### src/design/wcms_pkg.sv
// Shared constants, types and helpers for the windowed contact match scorer.
package wcms_pkg;

  localparam int MAX_CONTACTS = 1024;
  localparam int MAX_GROUPS   = 64;
  localparam int NUM_SLOTS    = 32;
  localparam int NUM_DIMS     = 7;
  localparam int IN_DIMS      = 7;

  localparam int SLOT_W   = 5;
  localparam int FUNC_W   = 2;
  localparam int PROT_W   = 6;
  localparam int CADDR_W  = $clog2(MAX_CONTACTS);
  localparam int CCNT_W   = $clog2(MAX_CONTACTS + 1);
  localparam int GADDR_W  = $clog2(MAX_GROUPS);
  localparam int GCNT_W   = $clog2(MAX_GROUPS + 1);
  localparam int TCNT_W   = 16;
  localparam int CH_W     = 11;
  localparam int SCORE_W  = 17;
  localparam int PROD_W   = TCNT_W + CCNT_W;
  localparam int FRAC_BITS = 32;
  localparam int QUO_W    = FRAC_BITS + 1;
  localparam int RT_W     = QUO_W + 1;
  localparam int DCNT_W   = $clog2(FRAC_BITS);

  localparam int APB_AW   = 3;
  localparam int APB_DW   = 32;
  localparam logic REG_CUTOFF = 1'b0;

  localparam logic [SLOT_W-1:0] SLOT_MAX  = SLOT_W'(NUM_SLOTS - 1);
  localparam logic [TCNT_W-1:0] COUNT_MAX = '1;

  typedef enum logic [FUNC_W-1:0] {
    FUNC_LOAD   = 2'd0,
    FUNC_MATCH  = 2'd1,
    FUNC_FINISH = 2'd2,
    FUNC_NONE   = 2'd3
  } func_t;

  typedef enum logic [3:0] {
    S_IDLE, S_MATCH, S_TINC, S_CH, S_SC_RD, S_SC_MUL, S_SC_GO, S_SC_WAIT,
    S_SRT, S_SRD, S_OUT
  } state_t;

  typedef enum logic [1:0] {
    SC_IDLE, SC_DIV, SC_SQRT, SC_DONE
  } sc_state_t;

  typedef logic [NUM_DIMS-1:0][SLOT_W-1:0] slots_t;

  typedef struct packed {
    slots_t               slots;
    logic [GADDR_W-1:0]   grp;
  } contact_t;

  typedef struct packed {
    logic [SCORE_W-1:0] score;
    logic [TCNT_W-1:0]  th;
    logic [CH_W-1:0]    ch;
  } grp_rec_t;

  typedef struct packed {
    logic busy;
    logic done;
  } sc_stat_t;

  function automatic logic [SLOT_W-1:0] clamp_slot(input logic [SLOT_W-1:0] s);
    return (s > SLOT_MAX) ? SLOT_MAX : s;
  endfunction

endpackage

### src/design/wcms_dim_lane.sv
// One dimension lane: checks that two slot indices lie within the cutoff.
module wcms_dim_lane (
  input  logic [wcms_pkg::SLOT_W-1:0] stored,
  input  logic [wcms_pkg::SLOT_W-1:0] target,
  input  logic [wcms_pkg::SLOT_W-1:0] cutoff,
  output logic                        ok
);
  import wcms_pkg::*;

  logic [SLOT_W-1:0] diff;

  always_comb begin
    diff = (stored > target) ? (stored - target) : (target - stored);
    ok   = (diff <= cutoff);
  end
endmodule

### config.mk
export PLATFORM = sky130hd
export DESIGN_NAME = wcms_dim_lane
export DESIGN_NICKNAME = d
export VERILOG_FILES = /design/src/design/wcms_pkg.sv /design/src/design/wcms_dim_lane.sv
export SDC_FILE = /design/constraint.sdc
export NUM_CORES = 1
export LEC_CHECK = 0
export BUFFER_PORTS_ARGS = -buffer_cell sky130_fd_sc_hd__buf_2
export CORE_AREA = 2 2 39 41
export DETAILED_ROUTE_END_ITERATION = 10
export DIE_AREA = 0 0 41 43
export GPL_TIMING_DRIVEN = 0
export PLACE_DENSITY = 0.72
export SYNTH_ARGS = -nofsm -noshare
export SYNTH_HDL_FRONTEND = slang
export SYNTH_SLANG_ARGS = --single-unit
### constraint.sdc
create_clock -name vclk -period 2.3
set_input_delay 0.115 -clock vclk [all_inputs]
set_output_delay 0.115 -clock vclk [all_outputs]
set_load 0.01 [all_outputs]
# Yosys cells after proc, flatten, opt, wreduce, memory -nomap -nowiden
# Cells that the tools add are included.
# word_totals
reg_bits,0
out_inout_bits,1
# op_classes
add_sub_neg,2
magnitude_cmp,2
mux,1
# op_table
op,count
subtractor 5 bit,2
greater-than comparator 5 bit,1
<= comparator 5 bit,1
2-to-1 mux 5 bit,1

# Depth between registers and ports, before layout
# Gate-level depths: netlist of run 1.
# depth
word_depth,3
mapped_depth,12
mapped_depth_nobuf,12

# Least setup slack after synthesis of run 1
# OpenSTA, ideal clock, no wires.
# synth_path
kind,input -> output
start,input port stored[0] (netlist bit)
end,output port ok
arrival_time_ns,2.111
path_slack_ns,0.074
stages,12
n_path_buf,0
path_cell_list,inv_1 > ha_1 > inv_1 > fa_1 > a21oi_1 > o21bai_1 > and4_4 > a2111oi_2 > ha_1 > nand3_1 > o22ai_1 > o22ai_1
# synth_between
elab_chain_len,3
# synth_lines
item,line_no,text
from (decl),wcms_dim_lane.sv:3,"input logic [wcms_pkg::SLOT_W-1:0] stored,"
subtractor 5 bit / greater-than comparator 5 bit (equally long branches),wcms_dim_lane.sv:13,diff = (stored > target) ? (stored - target) : (target - stored);
2-to-1 mux 5 bit *,wcms_dim_lane.sv:13,
<= comparator 5 bit *,wcms_dim_lane.sv:14,ok = (diff <= cutoff);
to (decl),wcms_dim_lane.sv:6,output logic ok
# Mark *: on every way between the ends. The rest lies on a longest branch, timed or not.

# Worst setup path after layout of run 1
# layout_path
start,input port target[4] (netlist bit)
end,output port ok
# layout_between
elab_chain_len,3
# layout_lines
item,line_no,text
from (decl),wcms_dim_lane.sv:4,"input logic [wcms_pkg::SLOT_W-1:0] target,"
subtractor 5 bit / greater-than comparator 5 bit (equally long branches),wcms_dim_lane.sv:13,
2-to-1 mux 5 bit *,wcms_dim_lane.sv:13,
<= comparator 5 bit *,wcms_dim_lane.sv:14,
# Marks and branches as above.

==> reports/results.ini, run 1 <==
[pwr]
leakage_nw=0.477
seqPwrFrac_pct=0
peakVddDrop_v=0.000146
clkPwrFrac_pct=0
p_sw_share_pct=48.8
p_switching_mw=0.152
finalPower_mw=0.312
p_per_area_nw_per_um2=316
internal_power_mw=0.160
power_frac_comb_pct=100.0

[global_route]
grt_first_pass_wirelength_um=2640
first_global_vias=669
grt_usage_pct=20.5
antenna_found_initial=0
gr-total-overflow=0
grt_max_degree=7

[route]
vias_per_cell=5.56
ant_nets=0
routed_wl_um=1590
wl_per_cell_um=12.8
vias=690
dr.pass1.iters=4
drtIter0Drc=7
drc=0

[setup_path]
critPathMaxStageDelay_ns=0.33
crit_family=compound AO/OA/AOI/OAI gates
cp.required_ns=2.18
cp_cell_sequence=buf_2 > inv_1 > ha_2 > a21oi_4 > nand3_4 > nand2_2 > mux2_1 > ha_1 > a21oi_2 > o22ai_2 > o22ai_1 > buf_2
start_kind=input pin
cp.arrival_ns=2.30
crit_path_top_delay_cell=ha_2
cpMostUsedCell=buf_2
crit_type=in2out
crit_buf_inv=3
cp-end-kind=output port
cp_max_fo=6

[floorplanning]
die_w_um=41
rows=14
die_h_um=43
coreArea_um2=1380
dieArea_um2=1760
ios=16
initial_core_util_pct=44.8

[timing]
fin_crit_sh_pct=105
setup_violations=1
min_period_ns=2.42
hold_viol=0
fin_tns_setup_ns=-0.115
max_slew_margin_pct=83.4
rsz0062_at_grt=true
worstMarginPinSlew_ns=0.248
slew_viol_final=0
setup_ws_ns=-0.115
fmax_mhz=414

[synthesis]
avgSynthCellArea_um2=7.76
synth_top_family_by_area=adder cells
netlist_instances=80
syn_area_um2=621
synth_compound_area_share_pct=23.6
yosys.area_share.xor_xnor_pct=0
synthSimpleGateAreaFrac_pct=22.6
muxShareOfSynthArea_pct=5.85
ys_warn_count=0
synthAdderAreaFrac_pct=34.7
yosys.cell_types.count=33
synth_nets=111
ys_seq_area_share_pct=0

[cells_and_area]
layout-drive-gt1-share_pct=58.3
areaGrowthSynthToFinish_pct=59.3
clkbuf_count=0
diodes=0
n_fill_cell=107
register_area_um2=0
utilization_pct=71.4
final_cells=124
nets=141
seq_cell_count=0

[run]
maxCapViolCount=0

[place]
dp_slack_ns=-0.281
hpwl_um=1120
numPortBuffers=16
post-place-cells=112
globalplace.congestion=0.874

[worst_hold_path]
hold_path_class=in2out

[cts]
cts_hold_buf=0

[run_status]
status=finished with violations
violations=negative setup slack

final timing paths:
path	from	end	slack [ns]	depth (start not counted)
hold / removal	cutoff[4]	ok	0.73	5
setup / recovery	target[4]	ok	-0.12	12
synthesized netlist by cell type, drive strengths merged (2+ instances only):
master	instances	share of area [%]
a21o	2	2.6
a21oi	6	6.0
and3	2	3.0
fa	2	6.5
ha	14	28
inv	19	11
mux2	2	3.6
nand2	4	3.2
nand3	5	4.8
nand4b	2	2.8
nor2b	3	3.0
o21ai	2	1.6
o22ai	3	3.0
layer usage:
metal	GRT usage [%]	share of wire (%)	vias up
met1	23.6	42	327
met5	0	0	-
met2	39.1	52	23
met3	2.09	5.9	2
met4	1.33	0.88	0
li1	-	-	338
final cells by class:
type | instances | area, um^2 | share of cell area, %
Buffer | 1 | 11.3 | 1.14
Inverter | 19 | 76.3 | 7.72
Multi-Input combinational cell | 60 | 691 | 69.9
Tap cell | 16 | 20.0 | 2.03
Timing Repair Buffer | 28 | 190 | 19.2
placed cells by master, fill, tap and decap left out, types with 3 or more instances in the layout:
cell type / n
inv_2: 5
a21oi_2: 4
buf_4: 12
buf_2: 14
nor2b_1: 3
inv_1: 12
ha_4: 4
ha_1: 9
nand3_1: 3
logic make-up after synthesis:
kind of cell               after synthesis
and+or+nand+nor                         21
AOI/OAI and AO/OA                       20
buffers and inverters                   20
adders and majority gates               16
muxes                                    3
power groups by stage:
stage	sequential, mW	clock (mW)	combinational (mW)
after floorplan	0	0	0.154
after global placement	0	0	0.199
after detailed placement	0	0	0.206
after CTS	0	0	0.292
after global routing	0	0	0.347
final	0	0	0.312
through the flow:
step	hold WS (ns)	area, um^2
after global routing	0.805	988
after detailed placement	0.728	721
final	0.726	988
after CTS	0.716	937
after floorplan	0.508	621
after global placement	0.716	721
what timing repair did:
item,CTS,global route
pin swaps,18,14
gates cloned,0,0
resized for setup,29,8
setup buffers,10,2
setup endpoints to repair,1,1
(Power assumes the default switching activity.)
==> inputs of run 2 (changes only) <==
Settings changed: SETUP_SLACK_MARGIN from default to 0.15.
==> reports/results.ini, run 2 (same netlist as run 1, synthesis figures left out) <==
[cells_and_area]
n_fill_cell=112  ; was 107
diodes=0  ; unchanged
layout-drive-gt1-share_pct=58.1  ; was 58.3%
seq_cell_count=0  ; unchanged
nets=138  ; was 141
clkbuf_count=0  ; unchanged
register_area_um2=0  ; unchanged
final_cell_mix=inv_1, buf_2, ha_1, buf_4, a21oi_2  ; was buf_2, inv_1, buf_4, ha_1, inv_2
areaGrowthSynthToFinish_pct=54.4  ; was 59.3%

[global_route]
antenna_found_initial=0  ; unchanged
gr-total-overflow=0  ; unchanged
grt_max_degree=11  ; was 7
grt_usage_pct=19.0  ; was 20.5%
first_global_vias=640  ; was 669
grt_first_pass_wirelength_um=2480  ; was 2640 um

[place]
hpwl_um=1180  ; was 1120 um
globalplace.congestion=0.812  ; was 0.874
numPortBuffers=16  ; unchanged

[timing]
setup_ws_ns=-0.0761  ; was -0.115 ns
fin_tns_setup_ns=-0.0761  ; was -0.115 ns
fin_crit_sh_pct=103  ; was 105%
max_slew_margin_pct=81.8  ; was 83.4%
fmax_mhz=421  ; was 414 MHz
rsz0062_at_grt=true  ; unchanged
worstMarginPinSlew_ns=0.271  ; was 0.248 ns
hold_viol=0  ; unchanged
slew_viol_final=0  ; unchanged
setup_violations=1  ; unchanged
min_period_ns=2.38  ; was 2.42 ns

[floorplanning]
die_w_um=41  ; unchanged
ios=16  ; unchanged
dieArea_um2=1760  ; unchanged
coreArea_um2=1380  ; unchanged
die_h_um=43  ; unchanged
initial_core_util_pct=44.8  ; unchanged
rows=14  ; unchanged

[setup_path]
cp-end-kind=output port  ; unchanged
cp.required_ns=2.18  ; about the same
crit_type=in2out  ; unchanged
cp.arrival_ns=2.26  ; was 2.30 ns
start_kind=input pin  ; unchanged
cp_max_fo=3  ; was 6

[run_status]
violations=negative setup slack  ; unchanged
status=finished with violations  ; unchanged

[route]
routed_wl_um=1350  ; was 1590 um
dr.pass1.iters=4  ; unchanged
ant_nets=0  ; unchanged
drtIter0Drc=5  ; was 7
wl_per_cell_um=11.2  ; was 12.8 um
vias=634  ; was 690
drc=0  ; unchanged
vias_per_cell=5.24  ; was 5.56

[pwr]
finalPower_mw=0.314  ; was 0.312 mW
peakVddDrop_v=0.000156  ; was 0.000146 V
leakage_nw=0.464  ; was 0.477 nW
p_per_area_nw_per_um2=328  ; was 316 nW/um^2

[worst_hold_path]
holdPathEnd=ok  ; unchanged
whs_path_depth=5  ; unchanged
hp-start=cutoff[0]  ; was cutoff[4]
hold_path_class=in2out  ; unchanged

[run]
maxCapViolCount=0  ; unchanged

==> run 2: changes by cell type in the layout (fill, tap and decap cells not counted), sizes merged <==
cell and change:
buf -3
==> run 2: power breakdown <==
part           total (mW)  internal [mW]  switching (mW)
clock network           0              0               0
logic               0.314          0.166           0.148
registers               0              0               0
==> run 2: repair_timing <==
action,CTS,global route
hold buffers,0,0
cloned,0,0
resized for setup,17,1
buffers inserted,9,0
pin swaps,16,1
hold endpoints to repair,0,0
setup endpoints to repair,1,1
==> run 2: metal layers <==
metal / global-route usage, % / up-vias / share of wire (%)
met4: 0 / 0 / 0
met3: 0 / 0 / 1.9
li1: - / 332 / -
met5: 0 / - / 0
met1: 23.3 / 294 / 42
met2: 36.6 / 8 / 56
==> run 2: worst max path at each step <==
stage / from / end
2_1_floorplan: target[0] / ok
5_1_grt: stored[0] / ok
6_report: stored[0] / ok
3_3_place_gp: target[0] / ok
4_1_cts: stored[0] / ok
3_5_place_dp: target[0] / ok
==> run 2: cell type report <==
class              instances  area (um^2)  area share [%]
plain buffers              1         11.3            1.17
inverters                 19         73.8            7.70
multi-input cells         60          692            72.2
well taps                 16         20.0            2.09
repair buffers            25          161            16.8
==> run 2: critical path, cell delays in order <==
cell and delay (ns):
buf_8 0.10, inv_4 0.05, ha_4 0.12, inv_2 0.03
fa_2 0.36, a21oi_2 0.16, o21bai_2 0.08, buf_4 0.15
nor4_4 0.26, a2111oi_4 0.07, ha_1 0.33, nand3_2 0.10
o22ai_2 0.07, o22ai_2 0.13, buf_2 0.14
==> run 2: per-stage QoR <==
stage | hold WS (ns) | area (um^2) | instances | worst slack (ns) | util [%]
floorplan | 0.489 | 717 | 80 | 0.151 | -
detailed placement | 0.725 | 817 | 112 | -0.211 | 59.0
finish | 0.721 | 958 | 121 | -0.0761 | 69.3
CTS | 0.731 | 955 | 121 | -0.0599 | 69.0
global placement | 0.715 | 817 | 112 | -0.166 | 59.0
global route | 0.771 | 958 | 121 | -0.191 | 69.3
