==> config.mk <==
export PLATFORM = sky130hd
export DESIGN_NAME = wcms_score_unit
export DESIGN_NICKNAME = d
export VERILOG_FILES = /design/src/design/wcms_pkg.sv /design/src/design/wcms_score_unit.sv
export SDC_FILE = /design/constraint.sdc
export NUM_CORES = 1
export LEC_CHECK = 0
export BUFFER_PORTS_ARGS = -buffer_cell sky130_fd_sc_hd__buf_4
export CAP_MARGIN = 5
export CORE_MARGIN = 10
export CORE_UTILIZATION = 45
export CTS_BUF_LIST = sky130_fd_sc_hd__clkbuf_16
export DETAILED_ROUTE_END_ITERATION = 8
export PLACE_DENSITY_LB_ADDON = 0.15
export RECOVER_POWER = 25
export SYNTH_ARGS = -nofsm -noshare
export SYNTH_HDL_FRONTEND = slang
export SYNTH_SLANG_ARGS = --single-unit
==> constraint.sdc <==
create_clock -name clk -period 7.6 [get_ports clk]
set_input_delay 1.52 -clock clk [delete_from_list [all_inputs] [get_ports clk]]
set_output_delay 1.52 -clock clk [all_outputs]
set_load 0.005 [all_outputs]
==> src/design/wcms_pkg.sv <==
// Shared constants, types and helpers for the windowed contact match scorer.
package wcms_pkg;

  localparam int MAX_CONTACTS = 1024;
  localparam int MAX_GROUPS   = 64;
  localparam int NUM_SLOTS    = 32;
  localparam int NUM_DIMS     = 7;
  localparam int IN_DIMS      = 7;

  localparam int SLOT_W   = 5;
  localparam int FUNC_W   = 2;
  localparam int PROT_W   = 6;
  localparam int CADDR_W  = $clog2(MAX_CONTACTS);
  localparam int CCNT_W   = $clog2(MAX_CONTACTS + 1);
  localparam int GADDR_W  = $clog2(MAX_GROUPS);
  localparam int GCNT_W   = $clog2(MAX_GROUPS + 1);
  localparam int TCNT_W   = 16;
  localparam int CH_W     = 11;
  localparam int SCORE_W  = 17;
  localparam int PROD_W   = TCNT_W + CCNT_W;
  localparam int FRAC_BITS = 32;
  localparam int QUO_W    = FRAC_BITS + 1;
  localparam int RT_W     = QUO_W + 1;
  localparam int DCNT_W   = $clog2(FRAC_BITS);

  localparam int APB_AW   = 3;
  localparam int APB_DW   = 32;
  localparam logic REG_CUTOFF = 1'b0;

  localparam logic [SLOT_W-1:0] SLOT_MAX  = SLOT_W'(NUM_SLOTS - 1);
  localparam logic [TCNT_W-1:0] COUNT_MAX = '1;

  typedef enum logic [FUNC_W-1:0] {
    FUNC_LOAD   = 2'd0,
    FUNC_MATCH  = 2'd1,
    FUNC_FINISH = 2'd2,
    FUNC_NONE   = 2'd3
  } func_t;

  typedef enum logic [3:0] {
    S_IDLE, S_MATCH, S_TINC, S_CH, S_SC_RD, S_SC_MUL, S_SC_GO, S_SC_WAIT,
    S_SRT, S_SRD, S_OUT
  } state_t;

  typedef enum logic [1:0] {
    SC_IDLE, SC_DIV, SC_SQRT, SC_DONE
  } sc_state_t;

  typedef logic [NUM_DIMS-1:0][SLOT_W-1:0] slots_t;

  typedef struct packed {
    slots_t               slots;
    logic [GADDR_W-1:0]   grp;
  } contact_t;

  typedef struct packed {
    logic [SCORE_W-1:0] score;
    logic [TCNT_W-1:0]  th;
    logic [CH_W-1:0]    ch;
  } grp_rec_t;

  typedef struct packed {
    logic busy;
    logic done;
  } sc_stat_t;

  function automatic logic [SLOT_W-1:0] clamp_slot(input logic [SLOT_W-1:0] s);
    return (s > SLOT_MAX) ? SLOT_MAX : s;
  endfunction

endpackage

==> src/design/wcms_score_unit.sv <==
// Iterative unit computing floor(65536 * sqrt(num / den)), with the ratio capped at one, by long division and root.
module wcms_score_unit (
  input  logic                         clk,
  input  logic                         rst,
  input  logic                         start,
  input  logic [wcms_pkg::PROD_W-1:0]  num,
  input  logic [wcms_pkg::PROD_W-1:0]  den,
  output wcms_pkg::sc_stat_t           stat,
  output logic [wcms_pkg::SCORE_W-1:0] score
);
  import wcms_pkg::*;

  sc_state_t          state, state_next;
  logic [PROD_W-1:0]  r, r_next;
  logic [PROD_W:0]    r2;
  logic               div_ge;
  logic [QUO_W-1:0]   q, q_next;
  logic [DCNT_W-1:0]  cnt;
  logic [QUO_W-1:0]   x, x_next;
  logic [RT_W-1:0]    res, res_next, bitv, trial;
  logic               sq_ge;

  always_comb begin
    r2     = {r, 1'b0};
    div_ge = (r2 >= {1'b0, den});
    r_next = div_ge ? PROD_W'(r2 - {1'b0, den}) : r2[PROD_W-1:0];
    q_next = {q[QUO_W-2:0], div_ge};
    trial  = res + bitv;
    sq_ge  = ({1'b0, x} >= trial);
    x_next = sq_ge ? QUO_W'({1'b0, x} - trial) : x;
    res_next = sq_ge ? ((res >> 1) + bitv) : (res >> 1);
  end

  always_comb begin
    state_next = state;
    case (state)
      SC_IDLE: begin
        if (start) begin
          state_next = (num == '0 || den == '0) ? SC_DONE : SC_DIV;
        end
      end
      SC_DIV: begin
        if (cnt == DCNT_W'(FRAC_BITS - 1)) begin
          state_next = SC_SQRT;
        end
      end
      SC_SQRT: begin
        if (bitv[0]) begin
          state_next = SC_DONE;
        end
      end
      SC_DONE:  state_next = SC_IDLE;
      default:  state_next = SC_IDLE;
    endcase
    stat.busy = (state != SC_IDLE);
    stat.done = (state == SC_DONE);
  end

  always_ff @(posedge clk) begin
    if (rst) begin
      state <= SC_IDLE;
    end else begin
      state <= state_next;
    end
  end

  always_ff @(posedge clk) begin
    case (state)
      SC_IDLE: begin
        cnt <= '0;
        if (start) begin
          score <= '0;
          if (num >= den) begin
            q <= QUO_W'(1);
            r <= '0;
          end else begin
            q <= '0;
            r <= num;
          end
        end
      end
      SC_DIV: begin
        r   <= r_next;
        q   <= q_next;
        cnt <= cnt + DCNT_W'(1);
        if (cnt == DCNT_W'(FRAC_BITS - 1)) begin
          x    <= q_next;
          res  <= '0;
          bitv <= RT_W'(1) << (QUO_W - 1);
        end
      end
      SC_SQRT: begin
        x    <= x_next;
        res  <= res_next;
        bitv <= bitv >> 2;
        if (bitv[0]) begin
          score <= res_next[SCORE_W-1:0];
        end
      end
      default: begin
      end
    endcase
  end
endmodule

# Yosys cells after proc, flatten, opt, wreduce, memory -nomap -nowiden
# Cells that the tools add are included.
[totals]
register_bits = 184
word_cells = 61
output_inout_bits = 19
inputBits = 57
[op_classes]
n_mux = 24
magnitude_cmp = 3
n_addsub = 5
n_reduce_logical = 13
eq_ne = 8
[op_table]
columns = ["cell", "n"]
rows = [
  ["$pmux W34 S2", 2],
  ["$mux W34", 3],
  ["$mux W27", 3],
  ["$mux W33", 2],
  ["$pmux W33 S2", 1],
  ["$pmux W32 S2", 1],
  ["$logic_not A27 Y1", 2],
  ["$pmux W27 S2", 1],
  ["$add A33 B34 Y34", 1],
  ["$add A34 B34 Y34", 1],
  ["$ge A33 B34 Y1", 1],
  ["$mux W17", 2],
  ["$pmux W17 S2", 1],
  ["$sub A33 B33 Y33", 1],
  ["$mux W32", 1],
  ["$ge A28 B27 Y1", 1],
  ["$ge A27 B27 Y1", 1],
  ["$sub A27 B27 Y27", 1],
  ["$pmux W5 S2", 1],
  ["$reduce_and A3 Y1", 3],
  ["$mux W2", 4],
  ["$ne A2 B2 Y1 const B", 4],
  ["$pmux W2 S4", 1],
  ["$reduce_bool A2 Y1", 4],
  ["8 further kinds", 10],
]

# Logic depth before layout (Yosys ltp)
# Gate-level depths: netlist of the first run.
[logic_depth]
depth_word = 5
depth_mapped = 22
depth_no_buf = 21

# Worst setup path after synthesis of the first run
# OpenSTA, ideal clock, no wires.
[synth_path]
kind = "reg2reg"
start = "reg state[0]"
end = "reg x[0], enable pin"
slack_ns = 0.735
path_stages_with_launch = 6
n_path_buf = 0
t_arrival_ns = 6.433
synth_period_minus_slack_ns = 6.865
required_ns = 7.168
setup_time_ns = 0.432
path_cell_list = "dfxtp_1 -> inv_1 -> ha_1 -> clkinv_1 -> o21ai_0 -> a21boi_1"
[synth_via]
elab_chain_len = 3
elab_cells_between_ends = 6
cone_classes = "4 x eq/ne; 2 x reduce/logical"
[synth_lines]
columns = ["item", "line", "rtl"]
rows = [
  ["from (decl)", "wcms_score_unit.sv:13", "sc_state_t state, state_next;"],
  ["from (signal assigned)", "wcms_score_unit.sv:63", "state <= state_next;"],
  ["$eq A2 B2 Y1 / $eq A2 B1 Y1 (equally long branches)", "wcms_score_unit.sv:68", "case (state)"],
  ["$ne A2 B2 Y1 (no line) / $reduce_bool A2 Y1 (equally long branches)", "n/a", ""],
  ["$reduce_and A3 Y1 (no line) (*)", "n/a", ""],
  ["to (signal assigned)", "wcms_score_unit.sv:87", "x <= q_next;"],
  ["to (signal assigned)", "wcms_score_unit.sv:93", "x <= x_next;"],
  ["to (decl)", "wcms_score_unit.sv:19", "logic [QUO_W-1:0] x, x_next;"],
]
# Every way passes the cells marked *; elsewhere a longest branch is shown, timed or not.
# A chain may end at the register's enable or synchronous reset.

# Final worst setup path of the first run
[layout_path]
start = "reg bitv[0]"
end = "reg x[26], enable pin"
[layout_via]
elab_chain_len = 4
[layout_lines]
columns = ["item", "line", "rtl"]
rows = [
  ["from (decl)", "wcms_score_unit.sv:20", "logic [RT_W-1:0] res, res_next, bitv, trial;"],
  ["from (signal assigned)", "wcms_score_unit.sv:89", "bitv <= RT_W'(1) << (QUO_W - 1);"],
  ["from (signal assigned)", "wcms_score_unit.sv:95", "bitv <= bitv >> 2;"],
  ["$add A34 B34 Y34", "wcms_score_unit.sv:28", "trial = res + bitv;"],
  ["$ge A33 B34 Y1", "wcms_score_unit.sv:29", "sq_ge = ({1'b0, x} >= trial);"],
  ["$ne A2 B2 Y1 (no line)", "n/a", ""],
  ["$reduce_and A3 Y1 (no line)", "n/a", ""],
]
# No other way between the ends.

==> results.rst, run 1 <==
.. list-table::
   :header-rows: 1

   * - Metric
     - Value
   * - Crit path capture type
     - register
   * - Setup repair after global routing missed its margin
     - false
   * - Chip height
     - 191.0 um
   * - Uppermost layer routed
     - met4
   * - Root buffer selected by CTS
     - clkbuf_16
   * - Setup crit start kind
     - register
   * - Most used flip-flop cell after synthesis
     - edfxtp_1
   * - Xor/xnor share of the synthesized area
     - 0.05991
   * - Distinct cells, synth
     - 81
   * - GP Congestion
     - 0.8842
   * - Hold violation count in the final report
     - 0
   * - Area share of the leading cell type in the synthesized netlist
     - 0.3766
   * - Sequential share of the synthesized area
     - 0.3796
   * - Slowest stage cell on the critical path
     - buf_4
   * - Yosys warning count
     - 0
   * - Top-count cell post-synth
     - edfxtp_1
   * - Via count of the first global-routing pass
     - 10060
   * - Total half-perimeter wirelength after legalization and detailed placement
     - 24120 um
   * - Largest driver fanout on the critical path
     - 33
   * - DP Worst Slack
     - approximately 1.9 ns
   * - Net load switching power
     - 2.338 mW
   * - Syn nets
     - 1521
   * - DRT Wirelength
     - about 32000 um
   * - Total overflow reported by the global router
     - 0
   * - Post-synthesis adder-cell area fraction
     - 0.1267
   * - Layout Nets
     - 1584
   * - Routed vias
     - between 10000 and 15000
   * - Worst rel slew slack
     - -1.887
   * - Path type of the worst min-delay path
     - reg2reg
   * - Reg clk slew, reported paths
     - 0.07 ns
   * - Number of I/O port buffers
     - 75
   * - CTS Hold Buffers Added
     - 0
   * - Avg Inst Size Synth
     - 9.878 um^2
   * - Origin of the worst min-delay path
     - state[1]$_SDFFE_PP0P_
   * - Maximum clock skew at final layout
     - 0.01214 ns
   * - DR WL met3
     - 1531 um
   * - Maximum clock rate
     - 173.3 MHz
   * - First-pass detailed-route iteration total
     - 5
   * - Routed WL per cell
     - 17.77 um
   * - Arrival time worst endpoint
     - 5.86 ns
   * - Leakage power
     - 5.699 nW
   * - Final slew viol count
     - 153
   * - Run status
     - finished with violations
   * - Required arrival time at the worst endpoint
     - 7.69 ns
   * - Num Clock Sinks
     - 167
   * - Proportion of layout cells with a drive suffix above 1
     - 0.1108
   * - Number of enable flip-flop cells after synthesis
     - 165
   * - Average vias per placed instance
     - 5.726
   * - Least-Margin Pin Slew
     - 4.330 ns
   * - DIE AREA
     - 0.03648 mm^2
   * - Count of placed standard cells including taps
     - around 1800
   * - Largest net degree at the start of global routing
     - 100
   * - Number of DRC markers after the initial detailed-route iteration
     - 670
   * - CTS H-tree lvls
     - 4
   * - Worst-skew pair later-pin latency
     - 0.45 ns
   * - Wire length of the first global-routing pass
     - 51840 um
   * - Basic-gate share of the synthesized area counting and, or, nand and nor cells
     - 0.1626
   * - Violated checks
     - max-capacitance violations, max-slew violations
   * - Proportion of synthesized flip-flops having asynchronous set or reset
     - 0
   * - Main combinational cell family by area after synthesis
     - compound AO/OA/AOI/OAI gates
   * - Width of the die
     - 191.0 um
   * - Delay of the slowest critical-path stage
     - roughly 0.46 ns
   * - Main area contributors after synthesis
     - edfxtp_1 38%, ha_1 12%, nand2_1 3.7%, a21oi_1 3.6%, xnor2_1 3.5%
   * - Part of the total power dissipated in sequential elements
     - 0.304
   * - Proportion of total power due to net switching
     - 0.4200
   * - Period minus WS final
     - 5.772 ns
   * - Worst-path cell chain
     - ha_1, ha_1, a21oi_1, o21bai_1, a31o_2, a31o_2, a311o_1, o21ai_0, nor2_1, o21ai_0, xor2_1, ha_1, nand4_1, nor4_1, nand2_1, nor4_1, nor3b_1, a21oi_2, buf_4, a21bo_1, a21boi_4, buf_4
   * - Worst setup path startpoint
     - bitv[0]$_SDFFCE_PN0P_
   * - Clock group share of total power
     - 0.155
   * - Standard-cell row count
     - 62
   * - Critical R2R Launch
     - bitv[0]$_SDFFCE_PN0P_
   * - Complex-gate fraction of the synthesized area
     - 0.1837
   * - Post-detailed-route count of antenna-violating nets
     - 0
   * - Number of buffers inserted to repair setup after CTS
     - 0
   * - Aggregate negative setup slack
     - 0 ns
   * - Core region area
     - approximately 0.029 mm^2
   * - Max-cap violation count
     - 2
   * - Drt drc
     - 0
   * - Initial cell density of the core
     - 0.4572
   * - CP most frequent cell
     - ha_1
   * - Total of cells resized after clock tree synthesis
     - 0
   * - Met2 WL post-DR
     - roughly 14000 um
   * - Pwr dens
     - 380.0 mW/mm^2
   * - CTS tree
     - yes
   * - Total of flip-flops plus latches after synthesis
     - 167
   * - Top post-synthesis cells by count
     - 165 x edfxtp_1, 130 x ha_1, 130 x nand2_1
   * - Number of placed I/O pins
     - 76
   * - Number of antenna violations at the first check in global routing
     - 0
   * - Setup-violating endpoint count in the final report
     - 0
   * - Post-synthesis mux area share
     - 0.05848
   * - Antenna diode count
     - 0
   * - Number of CTS-inserted buffers
     - 17
   * - Sum of routed wire segments on met1
     - 15300 um
   * - Cell type with the highest aggregate area in the netlist
     - edfxtp_1
   * - Area delta synth->final
     - 11.33%
   * - All-layer global routing usage
     - 0.1759
   * - Internal power component
     - 3.228 mW
   * - Maximum clock insertion buffer count
     - 2
   * - Post-synthesis cell area
     - 0.01316 mm^2
   * - Number of standard cells in the layout, taps in and fillers out
     - about 1800
   * - Worst-case vdd ir drop
     - 0.0002038 V
   * - Critical setup path kind
     - reg2reg
   * - Instance count of the mapped netlist
     - 1332
   * - Combinational group share of total power
     - 0.540
   * - Post-route clock period utilization
     - 0.7594
   * - Worst Slack Setup Final
     - 1.828 ns
-- metrics by stage --
| stage | hold slack (ns) | cell area (um^2) | total power, mW | utilization |
|---|---|---|---|---|
| 2_1_floorplan | 0.4725 | 13160 | 3.941 | - |
| 3_3_place_gp | 0.5259 | 14130 | 4.694 | 0.4911 |
| 3_5_place_dp | 0.5337 | 14130 | 4.722 | 0.4911 |
| 4_1_cts | 0.5455 | 14700 | 5.605 | 0.5109 |
| 5_1_grt | 0.5466 | 14650 | 6.019 | 0.5090 |
| 6_report | 0.5048 | 14650 | 5.567 | 0.5090 |
-- area by class of cell --
type                    instances  area [um^2]
repair buffers                 84        589.3
clock buffers                  17        425.4
fillers                      2631        14130
inverters                      55        206.4
flip-flops and latches        167         4995
multi-input cells            1070         7807
well taps                     384        480.5
clock inverters                15        143.9
-- cell families after synthesis --
logic type / count (synthesis)
simple gates: 424
compound gates: 352
flops: 167
fa+ha+maj: 132
buf+inv: 95
xor+xnor: 90
mux: 72
-- sequential cells by signal, indices dropped and copies added, names as in the netlist --
name	flops
bitv	17
cnt	5
q	32
r	27
res	34
score	17
state	2
x	33
-- metal layers --
| metal | vias up | GRT usage |
|---|---|---|
| li1 | 5141 | - |
| met5 | - | 0 |
| met4 | 0 | 0.06329 |
| met1 | 4838 | 0.2335 |
| met3 | 39 | 0.03991 |
| met2 | 243 | 0.2747 |
-- power by group through the flow --
stage	Sequential, mW	Clock, mW	Combinational (mW)
after floorplan	1.66	0	2.28
after global placement	1.70	0	2.99
after detailed placement	1.71	0	3.01
after CTS	1.69	0.882	3.03
after global routing	1.74	0.917	3.36
final	1.69	0.863	3.01
-- worst max-delay path: cells and delay by family, from the launching register on --
kind	cells	cell delay, ns
AOI/OAI and AO/OA	10	2.24
buffers and inverters	2	0.70
xor gates and xnor gates	1	0.12
adders and majority gates	3	0.82
and+or+nand+nor	6	1.09
DFF	1	0.42
-- cells in the final DEF (no fill, tap or decap), drive strengths merged, types with 9 or more instances in the layout --
cell / netlist / routed
a211oi: 18 / 18
a21o: 33 / 33
a21oi: 96 / 96
a22o: 18 / 18
a31oi: 23 / 23
and2: 60 / 60
and3: 11 / 11
buf: 11 / 64
clkbuf: 29 / 37
edfxtp: 165 / 165
ha: 130 / 130
inv: 54 / 60
mux2: 39 / 39
mux2i: 33 / 33
nand2: 130 / 130
nand2b: 30 / 30
nand3: 20 / 20
nand4: 25 / 25
nor2: 66 / 66
nor2b: 16 / 16
nor3: 27 / 27
nor4: 16 / 16
o211ai: 9 / 9
o21a: 13 / 13
o21ai: 57 / 57
o21bai: 16 / 16
o31ai: 10 / 10
xnor2: 53 / 53
xor2: 37 / 37
-- worst paths after layout --
check / to / slack (ns) / depth (start not counted)
min reg2reg: state[1]$_SDFFE_PP0P_ / 0.50 / 2
max reg2reg: x[26]$_DFFE_PP_ / 1.83 / 22
max: x[26]$_DFFE_PP_ / 1.83 / 22
min: state[1]$_SDFFE_PP0P_ / 0.50 / 2
Power figures use the tool's default switching activity.
==> run 2: changes to the inputs <==
==> constraint.sdc (replaced) <==
create_clock -name clk -period 4.65 [get_ports clk]
set_input_delay 0.93 -clock clk [delete_from_list [all_inputs] [get_ports clk]]
set_output_delay 0.93 -clock clk [all_outputs]
set_load 0.005 [all_outputs]
==> run 2 against run 1 <==
The run ends with negative setup slack left. Sequential cell count unchanged. First-iteration DRC count decreased by 4.8%. Cell count rose by 3.7%. Highest routed layer is now met5. Clock power up 66%. Non-clock buffer count grew 66. Largest power group unchanged. Hold slack improved by 0.044 ns. Critical path depth fell by 1.
==> results.rst, run 2 (synthesis gave the netlist of run 1 again) <==
.. list-table::
   :header-rows: 1

   * - Metric
     - Value
   * - Run status
     - finished with violations
   * - Violated checks
     - negative setup slack
   * - Count of fill cells added during filler insertion
     - roughly 2600
   * - Standard-cell row count
     - 62
   * - Worst-case vdd ir drop
     - ~0.00029 V
   * - Number of standard cells in the layout, taps in and fillers out
     - 1858
   * - Slowest stage cell on the critical path
     - edfxtp_1
   * - Path type of the worst min-delay path
     - reg2reg
   * - Antenna diode count
     - 0
   * - Clock group share of total power
     - 0.146
   * - Initial cell density of the core
     - 0.4572
   * - Sequential standard cell area
     - between 0.004 and 0.005 mm^2
   * - Width of the die
     - 191.0 um
   * - Origin of the worst min-delay path
     - state[0]$_SDFFE_PP0P_
   * - Layout Nets
     - 1650
   * - Critical setup path kind
     - reg2reg
   * - Setup repair after global routing missed its margin
     - true
   * - Critical R2R Launch
     - bitv[0]$_SDFFCE_PN0P_
   * - Flop-to-flop setup slack
     - -0.05 ns
   * - Arrival time worst endpoint
     - 4.84 ns
   * - Largest regs
     - res (34), x (33), q (32)
   * - GP Congestion
     - 0.8602
   * - Hold violation count in the final report
     - 0
   * - Post-detailed-route count of antenna-violating nets
     - 0
   * - Chip height
     - between 150 and 200 um
   * - CTS tree
     - yes
   * - Number of CTS-inserted buffers
     - 17
   * - Worst Slack Setup Final
     - -0.04529 ns
   * - Average vias per placed instance
     - ~5.7
   * - Proportion of total power due to net switching
     - 0.4158
   * - Largest driver fanout on the critical path
     - 8
   * - Area delta synth->final
     - 18.54%
   * - Path depth of the worst reg2reg path
     - 21
   * - Core region area
     - 0.02878 mm^2
   * - Required arrival time at the worst endpoint
     - between 4 and 5 ns
   * - Crit path capture type
     - register
   * - Number of placed I/O pins
     - 76
   * - Setup-violating endpoint count in the final report
     - 40
   * - Largest register FFs
     - 34
   * - Setup crit start kind
     - register
   * - Number of I/O port buffers
     - between 70 and 80
   * - Least-Margin Pin Slew
     - 1.147 ns
   * - First-pass detailed-route iteration total
     - 5
   * - Wire length of the first global-routing pass
     - between 50000 and 60000 um
   * - Drt drc
     - 0
   * - Cell depth of the worst setup path
     - 21
   * - Maximum clock skew at final layout
     - around 0.017 ns
   * - Total overflow reported by the global router
     - 0
   * - Largest delay share family, worst path
     - compound AO/OA/AOI/OAI gates
   * - Worst rel slew slack
     - 0.2285
   * - Register name with the most flops
     - res
   * - Root buffer selected by CTS
     - clkbuf_16
   * - Number of DRC markers after the initial detailed-route iteration
     - 638
   * - Delay of the slowest critical-path stage
     - 0.41 ns
   * - Pwr dens
     - 627.7 mW/mm^2
   * - Worst-path cell chain
     - ha_2, ha_4, a21oi_4, o21bai_1, a31o_2, a31o_4, a311o_1, o21ai_2, nor2_1, o21ai_1, xor2_1, ha_1, nand4_1, nor4_2, nand2_1, o211a_4, a21oi_4, a21bo_4, a21boi_4, buf_12, clkbuf_16
   * - Num Clock Sinks
     - around 170
   * - Routed vias
     - 10670
   * - Combinational group share of total power
     - 0.573
   * - Worst setup path startpoint
     - bitv[0]$_SDFFCE_PN0P_
   * - Maximum clock rate
     - between 200 and 250 MHz
   * - Leakage power
     - 6.183 nW
   * - Net load switching power
     - 4.071 mW
   * - All-layer global routing usage
     - 0.1836
   * - Max-cap violation count
     - 0
   * - WP buf/inv
     - 2
   * - Post-route clock period utilization
     - 1.010
   * - Maximum clock insertion buffer count
     - 2
   * - Top library cells by usage in the layout, fill and taps aside
     - 165 x edfxtp_1, 138 x buf_4, 130 x nand2_1, 124 x ha_1, 87 x a21oi_1
   * - Proportion of layout cells with a drive suffix above 1
     - 0.1777
   * - Number of antenna violations at the first check in global routing
     - 1
   * - Post-layout power
     - 9.791 mW
   * - Count of cells along the worst hold path
     - 2
   * - Period minus WS final
     - 4.695 ns
   * - Aggregate negative setup slack
     - -1.193 ns
   * - Via count of the first global-routing pass
     - 10440
   * - Leading cell type in the layout, fill and taps excluded
     - edfxtp_1
   * - Reg clk slew, reported paths
     - 0.07 ns
   * - Worst-skew pair later-pin latency
     - 0.43 ns
   * - Routed WL per cell
     - between 15 and 20 um
   * - DIE AREA
     - 0.03648 mm^2
   * - DRT Wirelength
     - 34460 um
   * - Part of the total power dissipated in sequential elements
     - 0.281
   * - Largest net degree at the start of global routing
     - 70
   * - Total half-perimeter wirelength after legalization and detailed placement
     - 25020 um
   * - Area of the multi-input gates
     - 0.008050 mm^2
   * - CP most frequent cell
     - a21oi_4
   * - Final slew viol count
     - 0
   * - Final Hold Slack
     - 0.5492 ns
   * - Internal power component
     - roughly 5.7 mW
   * - CTS H-tree lvls
     - 4
   * - Count of placed standard cells including taps
     - 1804
## run 2: changes by cell type in the layout (fill, tap and decap cells not counted), moves of 6 or more
cell | before | now
a21oi_1 | 94 | 87
and2_0 | 31 | 1
and2_1 | 29 | 59
buf_4 | 64 | 138
clkbuf_1 | 11 | 0
clkbuf_4 | 9 | 0
ha_1 | 130 | 124
o21ai_0 | 51 | 40
o21ai_1 | 5 | 13
## run 2: what timing repair did
action / 4_1_cts / 5_1_grt
hold buffers: 0 / 0
cloned: 2 / 5
setup buffers: 7 / 9
pin swaps: 1 / 4
endpoints found under the setup margin: 52 / 93
gates resized for setup: 4 / 42
## run 2: power groups by stage
stage	clock (mW)	sequential [mW]	combinational, mW
after floorplan	0	2.70	3.78
after global placement	0	2.78	5.13
after detailed placement	0	2.78	5.18
after CTS	1.46	2.76	5.30
after global routing	1.50	2.82	6.18
final	1.43	2.75	5.61
## run 2: layout make-up
cell class	count	share of cell area
clock buffers	17	0.02727
inverters	55	0.01324
flip-flops and latches	167	0.3202
multi-input cells	1070	0.5161
clock inverters	15	0.009385
repair buffers	150	0.08295
well taps	384	0.03080
## run 2: worst register-to-register path: stages (launching register included)
cell and delay [ns]:
edfxtp_1 0.41, ha_2 0.23, ha_4 0.17, a21oi_4 0.13, o21bai_1 0.10, a31o_2 0.23, a31o_4 0.23, a311o_1 0.39
o21ai_2 0.15, nor2_1 0.05, o21ai_1 0.15, xor2_1 0.09, ha_1 0.30, nand4_1 0.17, nor4_2 0.30, nand2_1 0.15
o211a_4 0.27, a21oi_4 0.18, a21bo_4 0.26, a21boi_4 0.15, buf_12 0.16, clkbuf_16 0.16
## run 2: final timing paths
kind	endpoint
worst max-delay path	x[14]$_DFFE_PP_
worst min-delay path	state[0]$_SDFFE_PP0P_
worst max register to register	x[14]$_DFFE_PP_
worst min register to register	state[0]$_SDFFE_PP0P_
## run 2: through the flow
stage,utilization,worst slack [ns],cell area [um^2]
after CTS,0.5307,-0.04637,15270
after detailed placement,0.5064,-0.05973,14580
final,0.5420,-0.04529,15600
after floorplan,-,-0.7429,13250
after global routing,0.5420,-0.2643,15600
after global placement,0.5064,0.05140,14580
## run 2: routing by layer
layer / up-vias / wire length (um) / global-route usage
met5: - / 20 / 0
met4: 2 / 482 / 0.05118
met3: 36 / 1310 / 0.02897
met2: 229 / 16110 / 0.2961
met1: 5137 / 16540 / 0.2495
li1: 5264 / - / -
==> run 3: changes to the inputs <==
--- a/config.mk
+++ b/config.mk
@@ -11,6 +11,7 @@
 export CORE_UTILIZATION = 45
 export CTS_BUF_LIST = sky130_fd_sc_hd__clkbuf_16
 export DETAILED_ROUTE_END_ITERATION = 8
+export GPL_TIMING_DRIVEN = 0
 export PLACE_DENSITY_LB_ADDON = 0.15
 export RECOVER_POWER = 25
 export SYNTH_ARGS = -nofsm -noshare
==> run 3 against run 2 <==
The run still ends with negative setup slack left. First-iteration DRC count increased by 27%. Non-clock buffer count increased by 11. Wire length increased by 7.5%. Via count increased by 2.8%. Hold slack got worse by 0.031 ns. Sequential power about the same. Setup slack got worse by 0.73 ns. Clock power about the same. Combinational power increased by 6.1%. Sequential share of layout area decreased by 0.54 points. Global-route usage increased by 1.5 points. Critical path type unchanged. Critical endpoint is now x[9]$_DFFE_PP_. Largest cell class unchanged. Highest routed layer is now met4.
==> results.rst, run 3 (synthesis gave the netlist of run 1 again) <==
.. list-table::
   :header-rows: 1

   * - Metric
     - Value
   * - Run status
     - finished with violations
   * - Violated checks
     - negative setup slack
   * - All-layer global routing usage
     - 0.1989
   * - Root buffer selected by CTS
     - clkbuf_16
   * - Worst Slack Setup Final
     - -0.7759 ns
   * - Count of placed standard cells including taps
     - 1795
   * - Maximum clock rate
     - 184.3 MHz
   * - Wire length of the first global-routing pass
     - between 50000 and 60000 um
   * - Count of fill cells added during filler insertion
     - 2555
   * - Worst-skew pair later-pin latency
     - about 0.44 ns
   * - Number of antenna violations at the first check in global routing
     - 0
   * - CTS Hold Buffers Added
     - 0
   * - Internal power component
     - between 5 and 6 mW
   * - Origin of the worst min-delay path
     - state[1]$_SDFFE_PP0P_
   * - Drt drc
     - 0
   * - Arrival time worst endpoint
     - between 5 and 6 ns
   * - Total half-perimeter wirelength after legalization and detailed placement
     - 27050 um
   * - Net load switching power
     - approximately 4.3 mW
   * - Post-route clock period utilization
     - 1.167
   * - Max-cap violation count
     - 0
   * - Largest driver fanout on the critical path
     - 5
   * - Largest regs
     - res (34), x (33), q (32)
   * - Endpoint of the worst-slack reg-to-reg timing path
     - x[9]$_DFFE_PP_
   * - Clock group share of total power
     - 0.144
   * - Routed vias
     - 10970
   * - Antenna diode count
     - 0
   * - Leading cell type in the layout, fill and taps excluded
     - edfxtp_1
   * - First-pass detailed-route iteration total
     - 5
   * - Number of DRC markers after the initial detailed-route iteration
     - 810
   * - Crit path capture type
     - register
   * - CTS tree
     - yes
   * - Register name with the most flops
     - res
   * - Chip height
     - around 190 um
   * - Pwr dens
     - about 640 mW/mm^2
   * - Num Clock Sinks
     - 167
   * - Critical R2R Launch
     - bitv[0]$_SDFFCE_PN0P_
   * - Hold violation count in the final report
     - 0
   * - Worst rel slew slack
     - 0.2127
   * - Width of the die
     - 191.0 um
   * - Area delta synth->final
     - 20.58%
   * - Post-layout power
     - between 10 and 15 mW
   * - Final slew viol count
     - 0
   * - Initial cell density of the core
     - 0.4572
   * - Flop-to-flop setup slack
     - -0.78 ns
   * - Combinational group share of total power
     - 0.584
   * - DRT Wirelength
     - between 30000 and 40000 um
   * - DP Worst Slack
     - -1.961 ns
   * - Number of I/O port buffers
     - between 70 and 80
   * - Least-Margin Pin Slew
     - 1.170 ns
   * - GP Congestion
     - 0.9293
   * - Final Hold Slack
     - 0.5181 ns
   * - Routed WL per cell
     - 19.82 um
   * - Largest net degree at the start of global routing
     - 60
   * - Number of placed I/O pins
     - 76
   * - Required arrival time at the worst endpoint
     - around 4.8 ns
   * - Setup repair after global routing missed its margin
     - true
   * - Maximum clock skew at final layout
     - 0.01776 ns
   * - Path depth of the worst reg2reg path
     - 22
   * - Core region area
     - about 0.029 mm^2
   * - Setup crit start kind
     - register
   * - Period minus WS final
     - 5.426 ns
   * - Standard-cell row count
     - 62
   * - CTS H-tree lvls
     - 4
   * - Number of CTS-inserted buffers
     - 17
   * - Critical setup path kind
     - reg2reg
   * - Aggregate negative setup slack
     - -53.53 ns
   * - Leakage power
     - approximately 6.2 nW
   * - Worst-case vdd ir drop
     - 0.0002908 V
   * - Via count of the first global-routing pass
     - 10710
   * - Reg clk slew, reported paths
     - 0.07 ns
   * - Layout Nets
     - 1661
   * - Largest register FFs
     - 34
   * - Average vias per placed instance
     - 5.871
   * - Total overflow reported by the global router
     - 0
   * - Hold Path End
     - state[1]$_SDFFE_PP0P_
   * - DIE AREA
     - 0.03648 mm^2
   * - Setup-violating endpoint count in the final report
     - 85
   * - Proportion of layout cells with a drive suffix above 1
     - 0.1894
   * - Number of standard cells in the layout, taps in and fillers out
     - roughly 1900
   * - Top library cells by usage in the layout, fill and taps aside
     - 165 x edfxtp_1, 127 x nand2_1, 123 x ha_1, 100 x buf_4, 77 x a21oi_1
   * - Count of cells along the worst hold path
     - 2
   * - Proportion of total power due to net switching
     - 0.4220
   * - Part of the total power dissipated in sequential elements
     - 0.272
   * - Maximum clock insertion buffer count
     - 2
   * - Post-detailed-route count of antenna-violating nets
     - 0
   * - Path type of the worst min-delay path
     - reg2reg
## run 3: cell types whose count changed in the layout (fill, tap and decap cells not counted), sizes merged
cell / before / now
buf: 146 / 134
bufinv: 1 / 2
clkbuf: 21 / 44
clkinvlp: 2 / 3
inv: 61 / 58
## run 3: power by group through the flow
stage	registers [mW]	clock network [mW]	logic [mW]
after floorplan	2.70	0	3.78
after global placement	2.82	0	4.98
after detailed placement	2.79	0	5.14
after CTS	2.77	1.50	5.45
after global routing	2.83	1.55	6.53
final	2.77	1.46	5.95
## run 3: metrics by stage
stage | utilization | cell area, um^2
floorplan | - | 13250
global placement | 0.4967 | 14290
detailed placement | 0.5010 | 14420
CTS | 0.5333 | 15350
global route | 0.5513 | 15870
finish | 0.5513 | 15870
## run 3: worst max-delay path: stages, from the launching register on
cell	delay [ns]
edfxtp_1	0.46
ha_4	0.21
ha_4	0.16
a21oi_4	0.12
o21bai_1	0.10
a31o_2	0.28
a31o_4	0.27
a311o_1	0.42
nor2b_1	0.16
o21ai_1	0.15
xor2_1	0.11
ha_1	0.32
nand4_1	0.18
nor4_4	0.35
nand2_2	0.17
nor4_4	0.38
nor3b_2	0.12
a21oi_4	0.24
a21bo_4	0.28
buf_12	0.13
a21boi_4	0.20
buf_6	0.18
buf_16	0.13
## run 3: what timing repair did
action,4_1_cts,5_1_grt
pin swaps,19,29
setup buffers,21,24
gates resized for setup,28,93
endpoints found under the setup margin,96,97
gates cloned,3,1
## run 3: cell type report
| cell class | count | area, um^2 | area share |
|---|---|---|---|
| clock inverter | 14 | 152.6 | 0.009621 |
| tap | 384 | 480.5 | 0.03028 |
| timing repair buffer | 124 | 1162 | 0.07326 |
| multi-input combinational | 1070 | 8267 | 0.5211 |
| buffer | 37 | 176.4 | 0.01112 |
| clock buffer | 17 | 425.4 | 0.02681 |
| inverter | 55 | 206.4 | 0.01301 |
| sequential | 167 | 4995 | 0.3148 |
## run 3: worst max-delay path by stage
| stage | start | endpoint | slack, ns | depth (start not counted) |
|---|---|---|---|---|
| after global placement | bitv[0]$_SDFFCE_PN0P_ | x[1]$_DFFE_PP_ | -2.87 | 22 |
| after floorplan | bitv[0]$_SDFFCE_PN0P_ | x[0]$_DFFE_PP_ | -0.74 | 21 |
| after CTS | bitv[0]$_SDFFCE_PN0P_ | x[15]$_DFFE_PP_ | -0.92 | 24 |
| final | bitv[0]$_SDFFCE_PN0P_ | x[9]$_DFFE_PP_ | -0.78 | 22 |
| after detailed placement | bitv[0]$_SDFFCE_PN0P_ | x[1]$_DFFE_PP_ | -1.96 | 23 |
| after global routing | bitv[0]$_SDFFCE_PN0P_ | x[16]$_DFFE_PP_ | -1.01 | 22 |
## run 3: layer usage
metal / up-vias / wire length (um) / GRT usage
met5: - / 0 / 0
met4: 0 / 756 / 0.05694
met3: 58 / 2206 / 0.03681
met2: 300 / 16730 / 0.3059
met1: 5305 / 17340 / 0.2787
li1: 5304 / - / -
